### src/rtl/core/assert_macros.svh
// Assertion helper macros for the core RTL.
// Needs clk_i and rst_ni in the including module's scope.
`ifndef ASSERT_MACROS_SVH
`define ASSERT_MACROS_SVH

// Clocked check, off while reset is asserted.
`define ASSERT_CLK(lbl, prop, msg) \
  lbl: assert property (@(posedge clk_i) disable iff (!rst_ni) (prop)) else $error(msg);

// Clocked implication check.
`define ASSERT_IMPL(lbl, ante, cons, msg) \
  `ASSERT_CLK(lbl, (ante) |-> (cons), msg)

`endif

### src/rtl/core/mips_pkg.sv
// Shared types, opcodes and constants of the MIPS-I subset core.
// No dependencies.
package mips_pkg;

  localparam int unsigned XLEN      = 32;
  localparam int unsigned NUM_REGS  = 32;
  localparam int unsigned REG_AW    = 5;
  localparam logic [31:0] START_RESET = 32'hBFC0_0000;
  localparam logic [31:0] SEG_MASK    = 32'hF000_0000;
  localparam int unsigned ISOLATE_BIT = 16;
  localparam int unsigned IN_TDATA_W  = 64;
  localparam int unsigned OUT_TDATA_W = 104;

  // primary opcodes
  localparam logic [5:0] OP_SPECIAL = 6'b000000;
  localparam logic [5:0] OP_J       = 6'b000010;
  localparam logic [5:0] OP_JAL     = 6'b000011;
  localparam logic [5:0] OP_BEQ     = 6'b000100;
  localparam logic [5:0] OP_BNE     = 6'b000101;
  localparam logic [5:0] OP_ADDI    = 6'b001000;
  localparam logic [5:0] OP_ADDI_U  = 6'b001001;
  localparam logic [5:0] OP_ANDI    = 6'b001100;
  localparam logic [5:0] OP_ORI     = 6'b001101;
  localparam logic [5:0] OP_LUI     = 6'b001111;
  localparam logic [5:0] OP_COP0    = 6'b010000;
  localparam logic [5:0] OP_LB      = 6'b100000;
  localparam logic [5:0] OP_LW      = 6'b100011;
  localparam logic [5:0] OP_SB      = 6'b101000;
  localparam logic [5:0] OP_SH      = 6'b101001;
  localparam logic [5:0] OP_SW      = 6'b101011;

  // SPECIAL function codes
  localparam logic [5:0] FN_SLL  = 6'b000000;
  localparam logic [5:0] FN_JR   = 6'b001000;
  localparam logic [5:0] FN_ADDU = 6'b100001;
  localparam logic [5:0] FN_OR   = 6'b100101;
  localparam logic [5:0] FN_SLTU = 6'b101011;

  localparam logic [4:0] COP0_MT     = 5'b00100;
  localparam logic [4:0] CP0_BPC     = 5'd3;
  localparam logic [4:0] CP0_BDA     = 5'd5;
  localparam logic [4:0] CP0_TAR     = 5'd6;
  localparam logic [4:0] CP0_DCIC    = 5'd7;
  localparam logic [4:0] CP0_BDAM    = 5'd9;
  localparam logic [4:0] CP0_BPCM    = 5'd11;
  localparam logic [4:0] CP0_STATUS  = 5'd12;
  localparam logic [4:0] CP0_CAUSE   = 5'd13;
  localparam logic [4:0] REG_RA      = 5'd31;

  typedef enum logic [2:0] {
    ACC_NONE = 3'd0,
    ACC_LW   = 3'd1,
    ACC_LB   = 3'd2,
    ACC_SB   = 3'd3,
    ACC_SH   = 3'd4,
    ACC_SW   = 3'd5
  } acc_kind_e;

  typedef enum logic [2:0] {
    ERR_OK       = 3'd0,
    ERR_ALIGN    = 3'd1,
    ERR_OPCODE   = 3'd2,
    ERR_OVERFLOW = 3'd3,
    ERR_COP0     = 3'd4
  } err_code_e;

  typedef struct packed {
    acc_kind_e   kind;
    logic [31:0] addr;
    logic [31:0] data;
    err_code_e   err;
    logic [4:0]  wr_reg;
    logic [31:0] wr_val;
    logic [31:0] npc;
    logic [4:0]  pend_reg;
    logic        pend_byte;
    logic        status_we;
    logic [4:0]  lwb_reg;
    logic [31:0] lwb_val;
  } exec_t;

endpackage

### src/rtl/core/mips_ram.sv
// Generic single-write, single-read synchronous RAM with registered read.
// No dependencies.
module mips_ram #(
  parameter int unsigned Width = 32,
  parameter int unsigned Depth = 32,
  localparam int unsigned AddrW = $clog2(Depth)
) (
  input  logic             clk_i,
  input  logic             we_i,
  input  logic [AddrW-1:0] waddr_i,
  input  logic [Width-1:0] wdata_i,
  input  logic             re_i,
  input  logic [AddrW-1:0] raddr_i,
  output logic [Width-1:0] rdata_o
);

  logic [Width-1:0] mem_q [Depth];
  logic [Width-1:0] rdata_q;

  always_ff @(posedge clk_i) begin
    if (we_i) begin
      mem_q[waddr_i] <= wdata_i;
    end
    if (re_i) begin
      rdata_q <= mem_q[raddr_i];
    end
  end

  assign rdata_o = rdata_q;

endmodule

### src/rtl/core/mips_exec.sv
// Decode and execute of one instruction against read operands and core state.
// Depends on mips_pkg.
module mips_exec (
  input  logic [31:0]           instr_i,
  input  logic [31:0]           load_data_i,
  input  logic [31:0]           vs_i,
  input  logic [31:0]           vt_i,
  input  logic [31:0]           pc_i,
  input  logic [31:0]           status_i,
  input  logic [2:0]            halted_i,
  input  logic [4:0]            pend_reg_i,
  input  logic                  pend_byte_i,
  output mips_pkg::exec_t       exec_o
);
  import mips_pkg::*;

  logic [5:0]  op, fn;
  logic [4:0]  rs, rt, rd, sh;
  logic [15:0] imm;
  logic [31:0] se, sum, npc_seq, agen;
  logic        iso;
  exec_t       e;

  assign op      = instr_i[31:26];
  assign rs      = instr_i[25:21];
  assign rt      = instr_i[20:16];
  assign rd      = instr_i[15:11];
  assign sh      = instr_i[10:6];
  assign fn      = instr_i[5:0];
  assign imm     = instr_i[15:0];
  assign se      = {{16{imm[15]}}, imm};
  assign sum     = vs_i + se;
  assign agen    = sum;
  assign npc_seq = pc_i + 32'd4;
  assign iso     = status_i[ISOLATE_BIT];

  always_comb begin
    e           = '0;
    e.kind      = ACC_NONE;
    e.err       = ERR_OK;
    e.npc       = npc_seq;
    if (halted_i != ERR_OK) begin
      e.err = err_code_e'(halted_i);
    end else if (pc_i[1:0] != 2'b00) begin
      e.err = ERR_ALIGN;
    end else begin
      unique case (op)
        OP_SPECIAL: begin
          unique case (fn)
            FN_SLL:  begin e.wr_reg = rd; e.wr_val = vt_i << sh; end
            FN_OR:   begin e.wr_reg = rd; e.wr_val = vs_i | vt_i; end
            FN_SLTU: begin e.wr_reg = rd; e.wr_val = {31'd0, vs_i < vt_i}; end
            FN_ADDU: begin e.wr_reg = rd; e.wr_val = vs_i + vt_i; end
            FN_JR:   e.npc = vs_i;
            default: e.err = ERR_OPCODE;
          endcase
        end
        OP_LUI:   begin e.wr_reg = rt; e.wr_val = {imm, 16'd0}; end
        OP_ORI:   begin e.wr_reg = rt; e.wr_val = vs_i | {16'd0, imm}; end
        OP_ANDI:  begin e.wr_reg = rt; e.wr_val = vs_i & {16'd0, imm}; end
        OP_ADDI_U: begin e.wr_reg = rt; e.wr_val = sum; end
        OP_ADDI: begin
          if ((vs_i[31] == se[31]) && (sum[31] != vs_i[31])) begin
            e.err = ERR_OVERFLOW;
          end else begin
            e.wr_reg = rt;
            e.wr_val = sum;
          end
        end
        OP_J: e.npc = (npc_seq & SEG_MASK) | {4'd0, instr_i[25:0], 2'b00};
        OP_JAL: begin
          e.wr_reg = REG_RA;
          e.wr_val = npc_seq;
          e.npc    = (npc_seq & SEG_MASK) | {4'd0, instr_i[25:0], 2'b00};
        end
        OP_BEQ: if (vs_i == vt_i) e.npc = pc_i + {se[29:0], 2'b00};
        OP_BNE: if (vs_i != vt_i) e.npc = pc_i + {se[29:0], 2'b00};
        OP_LW: begin
          if (!iso) begin
            e.kind     = ACC_LW;
            e.addr     = agen;
            e.pend_reg = rt;
          end
        end
        OP_LB: begin
          e.kind      = ACC_LB;
          e.addr      = agen;
          e.pend_reg  = rt;
          e.pend_byte = 1'b1;
        end
        OP_SB: if (!iso) begin e.kind = ACC_SB; e.addr = agen; e.data = {24'd0, vt_i[7:0]}; end
        OP_SH: if (!iso) begin e.kind = ACC_SH; e.addr = agen; e.data = {16'd0, vt_i[15:0]}; end
        OP_SW: if (!iso) begin e.kind = ACC_SW; e.addr = agen; e.data = vt_i; end
        OP_COP0: begin
          if (rs != COP0_MT) begin
            e.err = ERR_OPCODE;
          end else begin
            case (rd) inside
              CP0_BPC, CP0_BDA, CP0_TAR, CP0_DCIC, CP0_BDAM, CP0_BPCM, CP0_CAUSE: begin
                if (vt_i != 32'd0) e.err = ERR_COP0;
              end
              CP0_STATUS: e.status_we = 1'b1;
              default: ;
            endcase
          end
        end
        default: e.err = ERR_OPCODE;
      endcase
    end

    if (pend_byte_i) begin
      e.lwb_val = {{24{load_data_i[7]}}, load_data_i[7:0]};
    end else begin
      e.lwb_val = load_data_i;
    end
    e.lwb_reg = pend_reg_i;

    if (e.err != ERR_OK) begin
      e.kind      = ACC_NONE;
      e.addr      = '0;
      e.data      = '0;
      e.wr_reg    = '0;
      e.pend_reg  = pend_reg_i;
      e.pend_byte = pend_byte_i;
      e.status_we = 1'b0;
      e.lwb_reg   = '0;
      e.npc       = pc_i;
    end
  end

  assign exec_o = e;

endmodule

### src/rtl/core/mips_r3000_subset_core_step.sv
// Top level of the MIPS-I subset core: stream ports, register file RAMs, state.
// Depends on mips_pkg, mips_ram, mips_exec and assert_macros.svh.
//
//  channel   | direction | payload
//  s_axis    | in        | instr_word, load_data
//  m_axis    | out       | fetch_address, access_kind, access_address, store_data, error_code
//  cfg       | in        | start_address
//
// One instruction per cycle unless the output stalls or a write is split. The
// register file sits in two synchronous RAM copies read at accept; results of the
// previous instruction are forwarded. An instruction that writes both a returning
// load and its own result (different registers) is split into two writes: the RAM
// has one write port. Reset clears the register-file valid bits; no clearing pass
// is needed. The output register lets a new transaction in while a result waits.
`include "assert_macros.svh"

module mips_r3000_subset_core_step (
  input  logic                               clk_i,
  input  logic                               rst_ni,
  input  logic                               s_axis_tvalid_i,
  output logic                               s_axis_tready_o,
  // instr_word[31:0], load_data[63:32]
  input  logic [mips_pkg::IN_TDATA_W-1:0]    s_axis_tdata_i,
  output logic                               m_axis_tvalid_o,
  input  logic                               m_axis_tready_i,
  // fetch_address[31:0], access_kind[34:32], access_address[66:35],
  // store_data[98:67], error_code[101:99], zero pad
  output logic [mips_pkg::OUT_TDATA_W-1:0]   m_axis_tdata_o,
  input  logic                               cfg_valid_i,
  output logic                               cfg_ready_o,
  input  logic [31:0]                        cfg_data_i
);
  import mips_pkg::*;

  logic        s_acc, s1_adv, need_split, out_free;
  logic        s1_valid_q, ldone_q, m_valid_q, fresh_q;
  logic [31:0] instr_q, ld_q, pc_q, status_q;
  logic [2:0]  halted_q;
  logic [4:0]  pend_reg_q;
  logic        pend_byte_q;
  logic [NUM_REGS-1:0] rf_valid_q;
  logic        rs_ok_q, rt_ok_q;
  logic [4:0]  rs_q, rt_q;
  logic [4:0]  byp_ld_reg_q, byp_wr_reg_q;
  logic [31:0] byp_ld_val_q, byp_wr_val_q;
  logic [31:0] rs_ram, rt_ram, vs, vt;
  logic        ld_we, wr_we, rf_we;
  logic [4:0]  rf_waddr;
  logic [31:0] rf_wdata;
  logic [OUT_TDATA_W-1:0] m_data_q;
  exec_t       ex;

  assign out_free        = !m_valid_q || m_axis_tready_i;
  assign s_axis_tready_o = !s1_valid_q || s1_adv;
  assign s_acc           = s_axis_tvalid_i && s_axis_tready_o;
  assign cfg_ready_o     = 1'b1;

  mips_ram #(.Width(XLEN), .Depth(NUM_REGS)) u_rf_rs (
    .clk_i   (clk_i),
    .we_i    (rf_we),
    .waddr_i (rf_waddr),
    .wdata_i (rf_wdata),
    .re_i    (s_acc),
    .raddr_i (s_axis_tdata_i[25:21]),
    .rdata_o (rs_ram)
  );

  mips_ram #(.Width(XLEN), .Depth(NUM_REGS)) u_rf_rt (
    .clk_i   (clk_i),
    .we_i    (rf_we),
    .waddr_i (rf_waddr),
    .wdata_i (rf_wdata),
    .re_i    (s_acc),
    .raddr_i (s_axis_tdata_i[20:16]),
    .rdata_o (rt_ram)
  );

  // operand select: newest write wins, unwritten entries read zero
  always_comb begin
    if (byp_wr_reg_q != 5'd0 && byp_wr_reg_q == rs_q) vs = byp_wr_val_q;
    else if (byp_ld_reg_q != 5'd0 && byp_ld_reg_q == rs_q) vs = byp_ld_val_q;
    else if (rs_ok_q) vs = rs_ram;
    else vs = '0;
    if (byp_wr_reg_q != 5'd0 && byp_wr_reg_q == rt_q) vt = byp_wr_val_q;
    else if (byp_ld_reg_q != 5'd0 && byp_ld_reg_q == rt_q) vt = byp_ld_val_q;
    else if (rt_ok_q) vt = rt_ram;
    else vt = '0;
  end

  mips_exec u_exec (
    .instr_i     (instr_q),
    .load_data_i (ld_q),
    .vs_i        (vs),
    .vt_i        (vt),
    .pc_i        (pc_q),
    .status_i    (status_q),
    .halted_i    (halted_q),
    .pend_reg_i  (pend_reg_q),
    .pend_byte_i (pend_byte_q),
    .exec_o      (ex)
  );

  assign wr_we      = s1_valid_q && (ex.wr_reg != 5'd0);
  assign ld_we      = s1_valid_q && (ex.lwb_reg != 5'd0) && (ex.lwb_reg != ex.wr_reg);
  assign need_split = ld_we && wr_we && !ldone_q;
  assign s1_adv     = s1_valid_q && out_free && !need_split;

  always_comb begin
    rf_we    = 1'b0;
    rf_waddr = ex.wr_reg;
    rf_wdata = ex.wr_val;
    if (need_split) begin
      rf_we    = 1'b1;
      rf_waddr = ex.lwb_reg;
      rf_wdata = ex.lwb_val;
    end else if (s1_adv) begin
      if (wr_we) begin
        rf_we = 1'b1;
      end else if (ld_we && !ldone_q) begin
        rf_we    = 1'b1;
        rf_waddr = ex.lwb_reg;
        rf_wdata = ex.lwb_val;
      end
    end
  end

  always_ff @(posedge clk_i or negedge rst_ni) begin
    if (!rst_ni) begin
      s1_valid_q   <= 1'b0;
      ldone_q      <= 1'b0;
      m_valid_q    <= 1'b0;
      fresh_q      <= 1'b1;
      pc_q         <= START_RESET;
      status_q     <= '0;
      halted_q     <= '0;
      pend_reg_q   <= '0;
      pend_byte_q  <= 1'b0;
      rf_valid_q   <= '0;
      byp_ld_reg_q <= '0;
      byp_wr_reg_q <= '0;
    end else begin
      if (rf_we) rf_valid_q[rf_waddr] <= 1'b1;
      if (need_split) ldone_q <= 1'b1;
      else if (s1_adv) ldone_q <= 1'b0;

      if (s_acc) begin
        s1_valid_q   <= 1'b1;
        byp_ld_reg_q <= (s1_adv && ld_we) ? ex.lwb_reg : 5'd0;
        byp_wr_reg_q <= (s1_adv && wr_we) ? ex.wr_reg : 5'd0;
      end else if (s1_adv) begin
        s1_valid_q <= 1'b0;
      end

      if (s1_adv) begin
        m_valid_q <= 1'b1;
        halted_q  <= ex.err;
        if (ex.err == ERR_OK) begin
          pc_q        <= ex.npc;
          pend_reg_q  <= ex.pend_reg;
          pend_byte_q <= ex.pend_byte;
          fresh_q     <= 1'b0;
          if (ex.status_we) status_q <= vt;
        end
      end else if (m_axis_tready_i) begin
        m_valid_q <= 1'b0;
      end

      if (cfg_valid_i && fresh_q) pc_q <= cfg_data_i;
    end
  end

  always_ff @(posedge clk_i) begin
    if (s_acc) begin
      instr_q      <= s_axis_tdata_i[31:0];
      ld_q         <= s_axis_tdata_i[63:32];
      rs_q         <= s_axis_tdata_i[25:21];
      rt_q         <= s_axis_tdata_i[20:16];
      rs_ok_q      <= rf_valid_q[s_axis_tdata_i[25:21]];
      rt_ok_q      <= rf_valid_q[s_axis_tdata_i[20:16]];
      byp_ld_val_q <= ex.lwb_val;
      byp_wr_val_q <= ex.wr_val;
    end
    if (s1_adv) begin
      m_data_q <= {2'b00, ex.err, ex.data, ex.addr, ex.kind, pc_q};
    end
  end

  assign m_axis_tvalid_o = m_valid_q;
  assign m_axis_tdata_o  = m_data_q;

  `ASSERT_IMPL(a_no_r0_write, rf_we, rf_waddr != 5'd0, "write to register zero")
  `ASSERT_IMPL(a_split_has_item, ldone_q, s1_valid_q, "split write without item")
  `ASSERT_CLK(a_halt_sticky, (halted_q != 3'd0) |=> (halted_q == $past(halted_q)),
              "halt code changed")
  `ASSERT_CLK(a_result_out, s1_adv |=> m_axis_tvalid_o, "result lost")

endmodule
### config.mk
export PLATFORM = sky130hd
export DESIGN_NAME = mips_r3000_subset_core_step
export DESIGN_NICKNAME = d
export VERILOG_FILES = /design/src/rtl/core/mips_pkg.sv /design/src/rtl/core/mips_ram.sv /design/src/rtl/core/mips_exec.sv /design/src/rtl/core/mips_r3000_subset_core_step.sv
export VERILOG_INCLUDE_DIRS = /design/src /design/src/rtl/core
export SDC_FILE = /design/constraint.sdc
export NUM_CORES = 2
export LEC_CHECK = 0
export BUFFER_PORTS_ARGS = -buffer_cell sky130_fd_sc_hd__buf_2
export CAP_MARGIN = 25
export CORE_MARGIN = 8
export CORE_UTILIZATION = 47
export CTS_BUF_LIST = sky130_fd_sc_hd__clkbuf_8 sky130_fd_sc_hd__clkbuf_16
export DETAILED_ROUTE_END_ITERATION = 8
export MAX_ROUTING_LAYER = met4
export PLACE_DENSITY_LB_ADDON = 0.3
export SYNTH_ARGS = -nofsm -noshare
export SYNTH_HDL_FRONTEND = slang
export SYNTH_SLANG_ARGS = --single-unit
### constraint.sdc
create_clock -name clk_i -period 13.95 [get_ports clk_i]
set_clock_uncertainty 0.2 [all_clocks]
set_input_delay 2.79 -clock clk_i [delete_from_list [all_inputs] [get_ports clk_i]]
set_output_delay 2.79 -clock clk_i [all_outputs]
set_load 0.03 [all_outputs]
After elaboration in Yosys (flattened, before gate mapping)
Memory sizes are Yosys's and may differ from the RTL's. A register that Yosys moved wholly into a read port is not among the register bits.
Index checks and enable logic that the tools add are counted.
{"block": "totals", "elab_cells": 196, "ram_bits": 2048, "memories": 2, "ff_bits": 346, "out_inout_bits": 107}
{"name": "u_rf_rs.mem_q", "words": 32, "width": 32, "read_ports": 1, "rd_ports_with_merged_regs": 1, "write_ports": 1, "line": "mips_ram.sv:17", "source": "logic [Width-1:0] mem_q [Depth];"}
{"name": "u_rf_rt.mem_q", "words": 32, "width": 32, "read_ports": 1, "rd_ports_with_merged_regs": 1, "write_ports": 1, "line": "mips_ram.sv:17"}
{"block": "op_classes", "n_shift": 1, "order_cmp": 5, "eq_ne": 38, "bitwise_logic": 6, "n_addsub": 4, "muxes": 69, "n_reduce_logical": 49}
{"op": "32-bit 2-to-1 mux", "count": 17}
{"op": "37-bit case mux with 7 select lines", "count": 1}
{"op": "35-bit case mux with 5 select lines", "count": 1}
{"op": "76-bit 2-to-1 mux", "count": 2}
{"op": "37-bit case mux with 4 select lines", "count": 1}
{"op": "67-bit 2-to-1 mux", "count": 2}
{"op": "32-bit case mux with 4 select lines", "count": 1}
{"op": "32-bit adder", "count": 3}
{"op": "32-bit case mux with 3 select lines", "count": 1}
{"op": "66-bit 2-to-1 mux", "count": 1}
{"op": "32-bit bitwise OR", "count": 2}
{"op": "6-bit equality test (second input constant)", "count": 8}
{"op": "44-bit 2-to-1 mux", "count": 1}
{"op": "5-bit 2-to-1 mux", "count": 8}
{"op": "37-bit 2-to-1 mux", "count": 1}
{"op": "6-bit by 4-bit equality test with 1-bit output (second input constant)", "count": 6}
{"op": "33-bit 2-to-1 mux", "count": 1}
{"op": "32-bit by 3-bit adder with 32-bit output (second input constant)", "count": 1}
{"op": "32-bit by 16-bit AND with 32-bit output", "count": 1}
{"op": "32-bit equality test", "count": 1}
{"op": "32-bit less-than comparator", "count": 1}
{"op": "32-bit inequality test", "count": 1}
{"op": "32-bit by 16-bit bitwise OR with 32-bit output", "count": 1}
{"op": "32-bit by 28-bit bitwise OR with 32-bit output", "count": 1}
{"op": "other kinds (39)", "count": 108}

Depth between registers and ports, before layout
{"block": "depth", "depth_word": 27, "mapped_depth": 28, "ltp_nobuf": 22}

Hierarchy
A second synthesis with hierarchy kept.
{"block": "hier_totals", "hier_cells": 7582, "area_unflattened_um2": 108814.4}
{"module": "mips_ram at u_rf_rs", "seq_area_each_um2": 31710.4, "area_each_um2": 40812.9, "cells_each": 2260, "instances": 1}
{"module": "mips_ram at u_rf_rt", "seq_area_each_um2": 31710.4, "area_each_um2": 40805.4, "cells_each": 2260, "instances": 1}
{"module": "mips_r3000_subset_core_step", "seq_area_each_um2": 9957.0, "area_each_um2": 14951.8, "cells_each": 1210, "instances": 1}
{"module": "mips_exec", "seq_area_each_um2": 0.0, "area_each_um2": 12244.2, "cells_each": 1852, "instances": 1}

Worst setup path after synthesis
Ideal clock, no wire load.
{"block": "synth_timing", "path_type": "flip-flop to flip-flop", "from": "register byp_ld_reg_q[0]", "to": "register byp_ld_val_q[0] (enable)", "setup_time_ns": 0.546, "path_buffers": 6, "required_time_ns": 13.204, "path_slack_ns": 3.888, "path_stages_with_launch": 24, "arrival_time_ns": 9.316, "path_cell_list": "dfrtp_1 clkbuf_1 xnor2_1 nand3_1 nor3_1 clkbuf_1 clkbuf_1 clkbuf_1 a21oi_1 o21ai_0 ha_1 a21oi_1 o21ai_1 a221oi_1 or4b_1 o21ai_1 mux2i_4 or4_1 o211ai_1 o31a_2 a221o_1 buf_6 buf_2 inv_1"}
{"block": "synth_between", "elab_chain_cells": 22, "word_cells_on_any_way": 40}
{"element": "from (decl)", "line": "mips_r3000_subset_core_step.sv:44", "source": "logic [4:0] byp_ld_reg_q, byp_wr_reg_q;"}
{"element": "from (signal assigned)", "line": "mips_r3000_subset_core_step.sv:148", "source": "byp_ld_reg_q <= (s1_adv && ld_we) ? ex.lwb_reg : 5'd0;"}
{"element": "5-bit equality test, or another cell as far along", "line": "mips_r3000_subset_core_step.sv:81", "source": "else if (byp_ld_reg_q != 5'd0 && byp_ld_reg_q == rs_q) vs = byp_ld_val_q;"}
{"element": "1-bit logical AND (on tied branches)", "line": "mips_r3000_subset_core_step.sv:81, mips_r3000_subset_core_step.sv:85"}
{"element": "32-bit 2-to-1 mux (on tied branches)", "line": "mips_r3000_subset_core_step.sv:81, mips_r3000_subset_core_step.sv:85"}
{"element": "32-bit 2-to-1 mux (on tied branches)", "line": "mips_r3000_subset_core_step.sv:80, mips_r3000_subset_core_step.sv:84"}
{"element": "32-bit adder / 32-bit nonzero test (equally long branches)", "line": "mips_exec.sv:32, mips_exec.sv:100"}
{"element": "1-bit inequality test / 3-bit 2-to-1 mux (equally long branches)", "line": "mips_exec.sv:63, mips_exec.sv:100"}
{"element": "1-bit logical AND / 3-bit 2-to-1 mux (equally long branches)", "line": "mips_exec.sv:63, mips_exec.sv:98"}
{"element": "2-bit 2-to-1 mux / 3-bit 2-to-1 mux (equally long branches)", "line": "mips_exec.sv:63, mips_exec.sv:95"}
{"element": "[5 not listed]"}
{"element": "5-bit nonzero test", "line": "mips_r3000_subset_core_step.sv:104", "source": "assign ld_we = s1_valid_q && (ex.lwb_reg != 5'd0) && (ex.lwb_reg != ex.wr_reg);"}
{"element": "1-bit logical AND (2 in a row)", "line": "mips_r3000_subset_core_step.sv:104"}
{"element": "1-bit logical AND (*) (2 in a row)", "line": "mips_r3000_subset_core_step.sv:105", "source": "assign need_split = ld_we && wr_we && !ldone_q;"}
{"element": "1-bit logical NOT (*)", "line": "mips_r3000_subset_core_step.sv:106", "source": "assign s1_adv = s1_valid_q && out_free && !need_split;"}
{"element": "1-bit logical AND (*)", "line": "mips_r3000_subset_core_step.sv:106"}
{"element": "1-bit logical OR (*)", "line": "mips_r3000_subset_core_step.sv:54", "source": "assign s_axis_tready_o = !s1_valid_q || s1_adv;"}
{"element": "1-bit logical AND (*)", "line": "mips_r3000_subset_core_step.sv:55", "source": "assign s_acc = s_axis_tvalid_i && s_axis_tready_o;"}
{"element": "named net s_acc", "line": "mips_r3000_subset_core_step.sv:35", "source": "logic s_acc, s1_adv, need_split, out_free;"}
{"element": "to (signal assigned)", "line": "mips_r3000_subset_core_step.sv:180", "source": "byp_ld_val_q <= ex.lwb_val;"}
{"element": "to (decl)", "line": "mips_r3000_subset_core_step.sv:45", "source": "logic [31:0] byp_ld_val_q, byp_wr_val_q;"}
Mark *: on every way through the listed nets, which the timed path passes. The rest lies on a longest branch. The select of a mux whose other input is x is not followed.
A chain may end at the register's enable or synchronous reset.

Final worst setup path
{"block": "layout_timing", "from": "register byp_ld_reg_q[1]", "to": "output s_axis_tready_o"}
{"block": "layout_between", "elab_chain_cells": 21, "word_cells_on_any_way": 39}
{"element": "5-bit equality test, or another cell as far along", "line": "mips_r3000_subset_core_step.sv:81"}
{"element": "1-bit logical AND (on tied branches)", "line": "mips_r3000_subset_core_step.sv:81, mips_r3000_subset_core_step.sv:85"}
{"element": "32-bit 2-to-1 mux (on tied branches)", "line": "mips_r3000_subset_core_step.sv:81, mips_r3000_subset_core_step.sv:85"}
{"element": "32-bit 2-to-1 mux (on tied branches)", "line": "mips_r3000_subset_core_step.sv:80, mips_r3000_subset_core_step.sv:84"}
{"element": "32-bit adder / 32-bit nonzero test (equally long branches)", "line": "mips_exec.sv:32, mips_exec.sv:100"}
{"element": "1-bit inequality test / 3-bit 2-to-1 mux (equally long branches)", "line": "mips_exec.sv:63, mips_exec.sv:100"}
{"element": "1-bit logical AND / 3-bit 2-to-1 mux (equally long branches)", "line": "mips_exec.sv:63, mips_exec.sv:98"}
{"element": "2-bit 2-to-1 mux / 3-bit 2-to-1 mux (equally long branches)", "line": "mips_exec.sv:63, mips_exec.sv:95"}
{"element": "[3 not listed]"}
{"element": "3-bit nonzero test", "line": "mips_exec.sv:118", "source": "if (e.err != ERR_OK) begin"}
{"element": "44-bit 2-to-1 mux", "line": "mips_exec.sv:118"}
{"element": "5-bit nonzero test", "line": "mips_r3000_subset_core_step.sv:104"}
{"element": "1-bit logical AND (2 in a row)", "line": "mips_r3000_subset_core_step.sv:104"}
{"element": "1-bit logical AND (*) (2 in a row)", "line": "mips_r3000_subset_core_step.sv:105"}
{"element": "1-bit logical NOT (*)", "line": "mips_r3000_subset_core_step.sv:106"}
{"element": "1-bit logical AND (*)", "line": "mips_r3000_subset_core_step.sv:106"}
{"element": "1-bit logical OR (*)", "line": "mips_r3000_subset_core_step.sv:54"}
{"element": "to (decl)", "line": "mips_r3000_subset_core_step.sv:21", "source": "output logic s_axis_tready_o,"}
Every way passes the cells marked *; elsewhere a longest branch is shown, timed or not. The select of a mux whose other input is x is not followed.

==> summary.txt <==
Worst setup path
  • Crit path arrival time: approximately 7.7 ns
  • Family with the most delay on the worst path: compound AO/OA/AOI/OAI gates
  • Worst path slowest cell: o22ai_1
  • Req. time, crit path: roughly 11 ns
  • CP Launch Type: flip-flop
  • Reg2Reg Depth: 23
  • Cell mode on critical path: a21oi_1
  • Largest stage delay, worst path: between 0.8 and 0.9 ns
  • Crit-path max FO: between 60 and 70
  • Cell Chain, Critical Path: or4_4 -> nor2_1 -> nor3_2 -> buf_4 -> nor2_1 -> a21oi_1 -> o21ai_0 -> inv_1 -> ha_1 -> nor3_1 -> nor4_1 -> a21o_1 -> a21oi_1 -> o21ai_1 -> mux2i_4 -> nor3_2 -> a21oi_1 -> o22ai_1 -> and2_1 -> a21oi_1 -> buf_2
  • Critical path type: flip-flop to output pin
  • CP endpoint kind: output pin
  • Levels on crit path: 21
  • CP bufs+invs: 3

CTS
  • TritonCTS Buffers: 150
  • Clock Root Buffer: clkbuf_16
  • # H-tree levels: 4
  • Post-CTS sizing: 0
  • Clk sinks: around 1400
  • CTS tree: yes
  • Post-CTS setup buffers: 0
  • Max clock buf depth: 3
  • Clock latency on the worst-skew pair: about 0.8 ns
  • Hold_buf cts: 0
  • Clock transition at path regs: roughly 0.060 ns

Floorplan
  • Core Region: 159000 um2
  • Die Span X: around 420 um
  • Die Ht: between 400 and 500 um
  • Initial core utilization: 0.474
  • IO Count: 208
  • Row cnt: 146
  • Die Area: around 170000 um2

Detailed routing
  • Post-DRT Antenna Nets: 0
  • Highest routed layer: met4
  • Met2 routed WL: about 120000 um
  • Wl on met1: 91700 um
  • Met3 WL: roughly 22000 um
  • DR WL/cell: 34.7 um
  • Average vias per placed instance: 6.79
  • Total number of vias: roughly 50000
  • Post-Route WL: about 260000 um
  • Initial DRC count: between 6000 and 7000
  • DRC violations left: 0
  • Pre-antenna DRT Iters: 9

Finish
  • Area Growth Syn to Fin: 11.8%
  • Layout cells sized above 1: 0.278
  • Area of the multi-input gates: ~32000 um2
  • Fin cells: 7364
  • Total Nets Final: roughly 5400
  • Design area: between 80000 and 90000 um2
  • Fillers: 12800
  • Flip-flop and latch area: approximately 42000 um2

Timing
  • Final max-slew violation count: 0
  • Tmin final: around 11 ns
  • RSZ-0062 raised after global routing: false
  • Hold Vio Cnt, Final: 0
  • Fin crit share: 0.766
  • Fmax: approximately 94 MHz
  • Setup TNS Final: 0 ns
  • Setup ws final: roughly 3.3 ns
  • Slew HR: 0.0735
  • Setup Viol. Count Final: 0
  • Worst-margin pin slew: ~1.4 ns

Logic synthesis
  • Commonest cells in the netlist: 1320 x edfxtp_1, 685 x mux4_2, 300 x nor2_1
  • Mapped Avg Cell Area: 15.1 um2
  • Post-synth top area cell: edfxtp_1
  • Async SR Flop Fraction: 0.0625
  • Yosys top cell area share: 0.528
  • Most instantiated library cell after synthesis: edfxtp_1
  • Ranking of synthesized cells by area: edfxtp_1 53%, mux4_2 21%, ha_1 2.9%
  • Distinct cells, synth: ~110
  • Yosys warnings: 0
  • Post-Syn Area: about 75000 um2
  • EDFF count, synth: ~1300
  • #FFs+latches synth: 1408
  • Mapped Cells: slightly below 5000
  • Seq/Total Area, Yosys: 0.557
  • Synth Flop Type: edfxtp_1

Outcome
  • Outcome: complete, no violations

Placed design
  • PortBufs: roughly 200
  • Routability congestion estimate: roughly 1.1
  • Setup WS pre-CTS: approximately 4.3 ns
  • Dpl hpwl: 168000 um
  • DP Area: about 79000 um2
  • Post-Place Cells: a little over 7000

Global route
  • Vias in the first global route: 49400
  • First-pass GRT wire length: about 360000 um
  • Largest net degree at the start of global routing: between 100 and 150
  • Gr usage total: 0.297
  • Initial antenna violation count: 9
  • GRT overflow: 0

Hold path
  • Hold Path Class: flip-flop to flip-flop
  • Worst hold stages: 0

Pwr
  • Leakage power: roughly 30 nW
  • Maximum vdd ir drop: ~0.15 mV
  • P per Cell Area: 120 nW/um2

Job
  • Number of max-cap violations: 0
## worst register-to-register path, stage by stage, from the launching register on
cell and delay [ns]:
dfrtp_1 0.44, or4_4 0.58, nor2_1 0.20, nor3_2 0.06
buf_4 0.29, nor2_1 0.23, a21oi_1 0.05, o21ai_0 0.68
inv_1 0.17, ha_1 0.41, nor3_1 0.32, nor4_1 0.11
a21o_1 0.27, a21oi_1 0.51, o21ai_1 0.29, mux2i_4 0.28
nor3_2 0.48, a21oi_1 0.13, o22ai_1 0.84, o21a_2 0.89
buf_4 0.57, and3_1 0.62, a22o_2 0.24, buf_4 0.64
## stage by stage
step | util | power [mW] | hold slack [ns]
floorplan | - | 5.72 | 0.222
global placement | 0.498 | 6.22 | 0.189
detailed placement | 0.498 | 6.22 | 0.203
CTS | 0.529 | 10.1 | 0.211
global route | 0.529 | 10.4 | 0.229
finish | 0.529 | 10.1 | 0.210
## flip-flops by register name (all words and copies together) (netlist names), 3 cells and up
name and count:
byp_wr_val_q 32, u_rf_rt.mem_q 1024, pend_reg_q 5, instr_q 32, byp_wr_reg_q 5, byp_ld_reg_q 5, halted_q 3, ld_q 32
u_rf_rt.rdata_o 32, pc_q 32, u_rf_rs.rdata_o 32, rf_valid_q 32, byp_ld_val_q 32, m_axis_tdata_o 102
## cells in the final DEF, fill, tap and decap left out, drive strengths merged, types with 159 or more instances in the layout
master / instances
mux4: 685
inv: 222
clkbuf: 159
edfxtp: 1320
o21ai: 170
nand2: 279
buf: 359
nor2: 302
ha: 172
a21oi: 203
## cells by family (layout without fill, tap and decap cells)
| group | count (synthesis) | count (layout) | synth area share |
|---|---|---|---|
| flip-flops | 1408 | 1408 | 0.557 |
| adder cells (fa/ha/maj) | 176 | 176 | 0.0296 |
| XOR/XNOR | 119 | 119 | 0.0139 |
| buffers and inverters | 523 | 815 | 0.0278 |
| multiplexers | 817 | 817 | 0.225 |
| other | 2 | 37 | 0.000100 |
| AND/OR/NAND/NOR | 1051 | 1051 | 0.0671 |
| AO/OA/AOI/OAI | 869 | 869 | 0.0794 |
## final cells by class
| cell class | instances | share of cell area |
|---|---|---|
| sequential | 1408 | 0.498 |
| multi-input combinational | 3067 | 0.376 |
| clock buffer | 159 | 0.0467 |
| tap | 2072 | 0.0309 |
| timing repair buffer | 360 | 0.0284 |
| clock inverter | 115 | 0.0111 |
| inverter | 181 | 0.00821 |
| antenna | 2 | 0.0000596 |
## power breakdown
part           leakage, nW  internal, mW  total [mW]  switching (mW)
clock                 2.51          2.24        3.93            1.69
combinational         13.1         0.508        1.37           0.862
sequential            13.8          4.70        4.79          0.0910
## metal layers
metal  global-route usage  vias up
li1                     -    20600
met1                0.365    25700
met2                0.465     3051
met3               0.0473      687
met4                0.183        0
met5                    -        -
## path summary, 6_finish.rpt
path	slack, ns	to	start
min	0.21	rf_valid_q[0]	rf_valid_q[0]
max reg2reg	3.98	u_rf_rt.mem_q[11][16]	byp_ld_reg_q[1]
max in group asynchronous	10.58	m_axis_tvalid_o	rst_ni
min reg2reg	0.21	rf_valid_q[0]	rf_valid_q[0]
min in group asynchronous	1.83	pc_q[4]	rst_ni
max	3.27	s_axis_tready_o	byp_ld_reg_q[1]
Power figures use the tool's default switching activity.
